--- src/sv/wpik_pkg.sv ---
// ----------------------------------------------------------------------------
// wpik_pkg
// Shared types, constants and codes of the wall plotter inverse kinematics.
// ----------------------------------------------------------------------------
package wpik_pkg;

  localparam int MAX_SEGMENTS_DEF  = 64;
  localparam int FRACTION_BITS_DEF = 16;
  localparam int QUEUE_DEPTH_DEF   = 2;

  localparam int CFG_INDEX_W = 3;
  localparam logic [CFG_INDEX_W-1:0] CFG_LEFT_X  = 3'd0;
  localparam logic [CFG_INDEX_W-1:0] CFG_LEFT_Y  = 3'd1;
  localparam logic [CFG_INDEX_W-1:0] CFG_RIGHT_X = 3'd2;
  localparam logic [CFG_INDEX_W-1:0] CFG_RIGHT_Y = 3'd3;
  localparam logic [CFG_INDEX_W-1:0] CFG_SEG_LEN = 3'd4;

  localparam logic OP_MOVE = 1'b0;
  localparam logic OP_HOME = 1'b1;

  localparam int MAG_W     = 33;
  localparam int DIST_W    = 34;
  localparam int SQ_ARG_W  = 68;
  localparam int SQ_ROOT_W = 34;
  localparam int SQ_REM_W  = 37;
  localparam int SQ_STEPS  = 34;
  localparam int DV_NUM_W  = 65;
  localparam int DV_DEN_W  = 35;
  localparam int DV_REM_W  = 36;
  localparam int DV_STEPS  = 65;
  localparam int CNT_W     = 7;

  typedef struct packed {
    logic               operation;
    logic signed [31:0] start_x;
    logic signed [31:0] start_y;
    logic signed [31:0] start_z;
    logic signed [31:0] target_x;
    logic signed [31:0] target_y;
    logic signed [31:0] target_z;
    logic               rapid;
    logic [31:0]        base_feed;
  } item_t;

  typedef struct packed {
    logic [31:0]        left_length;
    logic [31:0]        right_length;
    logic signed [31:0] z_position;
    logic [31:0]        segment_feed;
    logic               last_segment;
  } result_t;

  // classified move: flags, start point, delta magnitudes and signs, base feed
  typedef struct packed {
    logic               home;
    logic               rapid;
    logic signed [31:0] sx;
    logic signed [31:0] sy;
    logic signed [31:0] sz;
    logic [MAG_W-1:0]   mx;
    logic [MAG_W-1:0]   my;
    logic [MAG_W-1:0]   mz;
    logic               nx;
    logic               ny;
    logic               nz;
    logic [31:0]        base;
  } job_t;

  typedef struct packed {
    logic full;
    logic empty;
  } q_stat_t;

  typedef struct packed {
    logic signed [31:0] lax;
    logic signed [31:0] lay;
    logic signed [31:0] rax;
    logic signed [31:0] ray;
    logic [30:0]        seg;
  } cfg_t;

  typedef enum logic [4:0] {
    ST_IDLE, ST_DSQX, ST_DSQY, ST_DSQZ, ST_DROOT, ST_COUNT,
    ST_DIVD, ST_DIVX, ST_DIVY, ST_DIVZ, ST_STEP,
    ST_LSQX, ST_LSQY, ST_LROOT, ST_RSQX, ST_RSQY, ST_RROOT,
    ST_FMUL, ST_FDIV, ST_EMIT
  } state_t;

endpackage

--- src/sv/wpik_front.sv ---
// ----------------------------------------------------------------------------
// wpik_front
// Accepts input beats, classifies them and forms move deltas for the queue.
// ----------------------------------------------------------------------------
module wpik_front (
  input  logic              item_valid,
  output logic              item_stall,
  input  wpik_pkg::item_t   item,
  input  wpik_pkg::q_stat_t qstat,
  output logic              push,
  output wpik_pkg::job_t    job
);
  import wpik_pkg::*;

  logic signed [32:0] dx, dy, dz;

  assign item_stall = qstat.full;
  assign push       = item_valid && !qstat.full;

  always_comb begin
    dx = {item.target_x[31], item.target_x} - {item.start_x[31], item.start_x};
    dy = {item.target_y[31], item.target_y} - {item.start_y[31], item.start_y};
    dz = {item.target_z[31], item.target_z} - {item.start_z[31], item.start_z};
    job.home  = (item.operation == OP_HOME);
    job.rapid = item.rapid;
    job.sx    = item.start_x;
    job.sy    = item.start_y;
    job.sz    = item.start_z;
    job.nx    = dx[32];
    job.ny    = dy[32];
    job.nz    = dz[32];
    job.mx    = dx[32] ? MAG_W'(-dx) : MAG_W'(dx);
    job.my    = dy[32] ? MAG_W'(-dy) : MAG_W'(dy);
    job.mz    = dz[32] ? MAG_W'(-dz) : MAG_W'(dz);
    job.base  = item.base_feed;
  end

endmodule

--- config.mk ---
export PLATFORM = sky130hd
export DESIGN_NAME = wpik_front
export DESIGN_NICKNAME = d
export VERILOG_FILES = /design/src/sv/wpik_pkg.sv /design/src/sv/wpik_front.sv
export SDC_FILE = /design/constraint.sdc
export NUM_CORES = 1
export LEC_CHECK = 0
export BUFFER_PORTS_ARGS = -buffer_cell sky130_fd_sc_hd__buf_2
export CORE_AREA = 4 4 179 181
export DETAILED_ROUTE_END_ITERATION = 7
export DIE_AREA = 0 0 183 185
export REMOVE_ABC_BUFFERS = 1
export SETUP_SLACK_MARGIN = 0.15
export SYNTH_ARGS = -nofsm -noshare
export SYNTH_HDL_FRONTEND = slang
export SYNTH_SLANG_ARGS = --single-unit
--- constraint.sdc ---
create_clock -name vclk -period 5
set_input_delay 0.5 -clock vclk [all_inputs]
set_output_delay 0.5 -clock vclk [all_outputs]
set_load 0.05 [all_outputs]
==> impl_results.md <==
* Status: finished, final reports clean
* Initial Utilization at 30.3%
* Highest fanout seen on the critical path at 5
* Crit path max-delay family: simple AND/OR/NAND/NOR gates
* Yosys top cell area share at 13.4%
* Switch Pwr at 2.13 mW
* Chip height at 185 um
* DIE AREA at 33900 um^2
* DRC viols at 0
* Final Hold Viols at 0
* Syn Std Cell Area at 9230 um^2
* Share of cells above drive strength 1 at 29.7%
* Via density per instance at 5.20
* FP Rows at 64
* Pre-CTS setup slack at 0.108 ns
* Period Utilization, post-route at 95.7%
* Crit start category: primary input
* Final ANT Viol Nets at 0
* Distinct cells, synth at 91
* Yosys warns at 0
* Post-DP HPWL at 28.9 mm
* Setup-failing EPs final at 0
* First-pass DRT Iterations at 4
* # hold bufs at CTS at 0
* P_leak at 5.47 nW
* Sw frac at 71.5%
* Total power at 2.98 mW
* Internal power at 851 uW
* Top cells by area, synth: ha_1 13%, buf_4 11%, xnor2_1 8.6%
* Routed WL at 32.8 mm
* Syn_area_per_cell at 6.62 um^2
* FFs & Latches at 0
* Comb pwr share at 100.0%
* Largest net degree at the start of global routing at 21
* Sequential share of power at 0%
* Buf+Inv Stages, Crit Path at 3
* Gr usage total at 17.2%
* CP Cell Sequence: buf_2 -> inv_1 -> ha_1 -> fa_1 -> or2b_2 -> a21o_2 -> a21oi_2 -> o21ai_2 -> a21o_1 -> a221oi_2 -> xnor2_1 -> or4b_4 -> or4b_4 -> nor4_2 -> buf_4
* Crit Path Class: primary input to output pin
* Area leader, netlist: ha_1
* Min Tclk post-route at 4.78 ns
* Syn Inst Count at 1394
* Worst Hold Class: primary input to output pin
* Slew HR at 43.4%
* Nets@finish at 1995
* WL/cell at 15.9 um
* Fmax achieved at 209 MHz
* Clk pwr share at 0%
* Die Wd at 183 um
* CP required at 4.50 ns
* Cell at the slowest stage of the critical path: or4b_4
* 1st-iter DRT viols at 510
* Total number of vias at 10.7k
* Worst-Margin Slew at 0.844 ns
* Io pins at 463
* Clock tree buffer count of the final layout at 0
* Core Region at 30400 um^2
* RSZ-0062 raised after global routing: true
* Peak VDD IR at 221 uV
* Seq/Total Area, Yosys at 0%
* First-pass GRT wire length at 49.3 mm
* Worst setup margin at 0.216 ns
* Initial antenna violation count at 2
* Crit path DAT at 4.28 ns
* P per Cell Area at 271 nW/um^2
* Vias in the first global route at 9865
* Max cap viols at 0
* FF/Latch Area at 0 um^2
* Max Slew Vio Count at 0
* Critical path's largest stage delay at 0.54 ns
* Count leader, synth: buf_4
* Total gr overflow at 0
* CP endpoint kind: output pin
* GP Congestion at 0.919
* Synth top cells by count: 131 x buf_4, 130 x inv_1, 115 x a21oi_1
* Buffers added on ports at 394
* Synth-to-Final Area Change at 19.4%
* Most frequent CP cell: or4b_4
## cell type report
type               instances  area (um^2)
fillers                 3340        19400
multi-input cells       1092         7680
repair buffers           440         2340
well taps                396          495
inverters                130          492
diodes                     2         5.00
## cells in the final DEF (no fill, tap or decap), types with 15 or more instances in the layout
master,instances
buf_2,385
inv_1,128
a21oi_1,114
nand2_1,111
ha_1,99
nor2_1,93
o21ai_0,92
xnor2_1,91
xor2_1,56
buf_4,48
nor3_1,34
a21o_1,31
nand3_1,24
nand4_1,23
o211ai_1,21
and2_1,21
a31oi_1,17
nor2b_1,15
o21a_1,15
## final timing paths
kind / start / to / slack [ns] / depth (start not counted)
setup / recovery: item[33] / job[67] / 0.22 / 15
hold / removal: item[3] / job[3] / 1.00 / 0
## power by group through the flow
stage	registers, mW	logic, mW	clock network (mW)
CTS	0	2.95	0
finish	0	2.98	0.0000000537
global route	0	3.17	0.0000000536
floorplan	0	2.06	0
detailed placement	0	2.94	0
global placement	0	2.92	0
## layer usage
metal	global-route usage, %	wire length [um]	vias up
met1	22.7	14400	4887
met4	3.13	616	2
li1	-	-	5411
met2	29.2	15100	378
met3	3.34	2580	39
met5	1.57	38	-
## logic make-up (layout without fill, tap and decap cells)
group	count (synthesis)	count (layout)	synth area share (%)
buf+inv	302	570	18.0
fa+ha+maj	102	102	14.1
simple gates	409	409	22.8
mux	7	7	0.773
xor+xnor	147	147	14.0
other cells	0	2	0
compound gates	427	427	30.4
## repair_timing
action,CTS,global route
gates resized for setup,2,31
setup endpoints to repair,3,45
pin swaps,0,1
setup buffers,0,2
## stage by stage
step / utilization (%) / setup TNS, ns / hold WS [ns] / area, um^2 / cells
after floorplan: - / -2.45 / 1.00 / 8050 / 1222
after global placement: 35.7 / 0 / 1.00 / 10800 / 2056
after detailed placement: 35.7 / 0 / 1.00 / 10800 / 2056
after CTS: 35.7 / 0 / 1.00 / 10900 / 2056
after global routing: 36.2 / 0 / 1.00 / 11000 / 2060
final: 36.2 / 0 / 1.00 / 11000 / 2060
No activity file was read; power rests on OpenSTA's default activity.
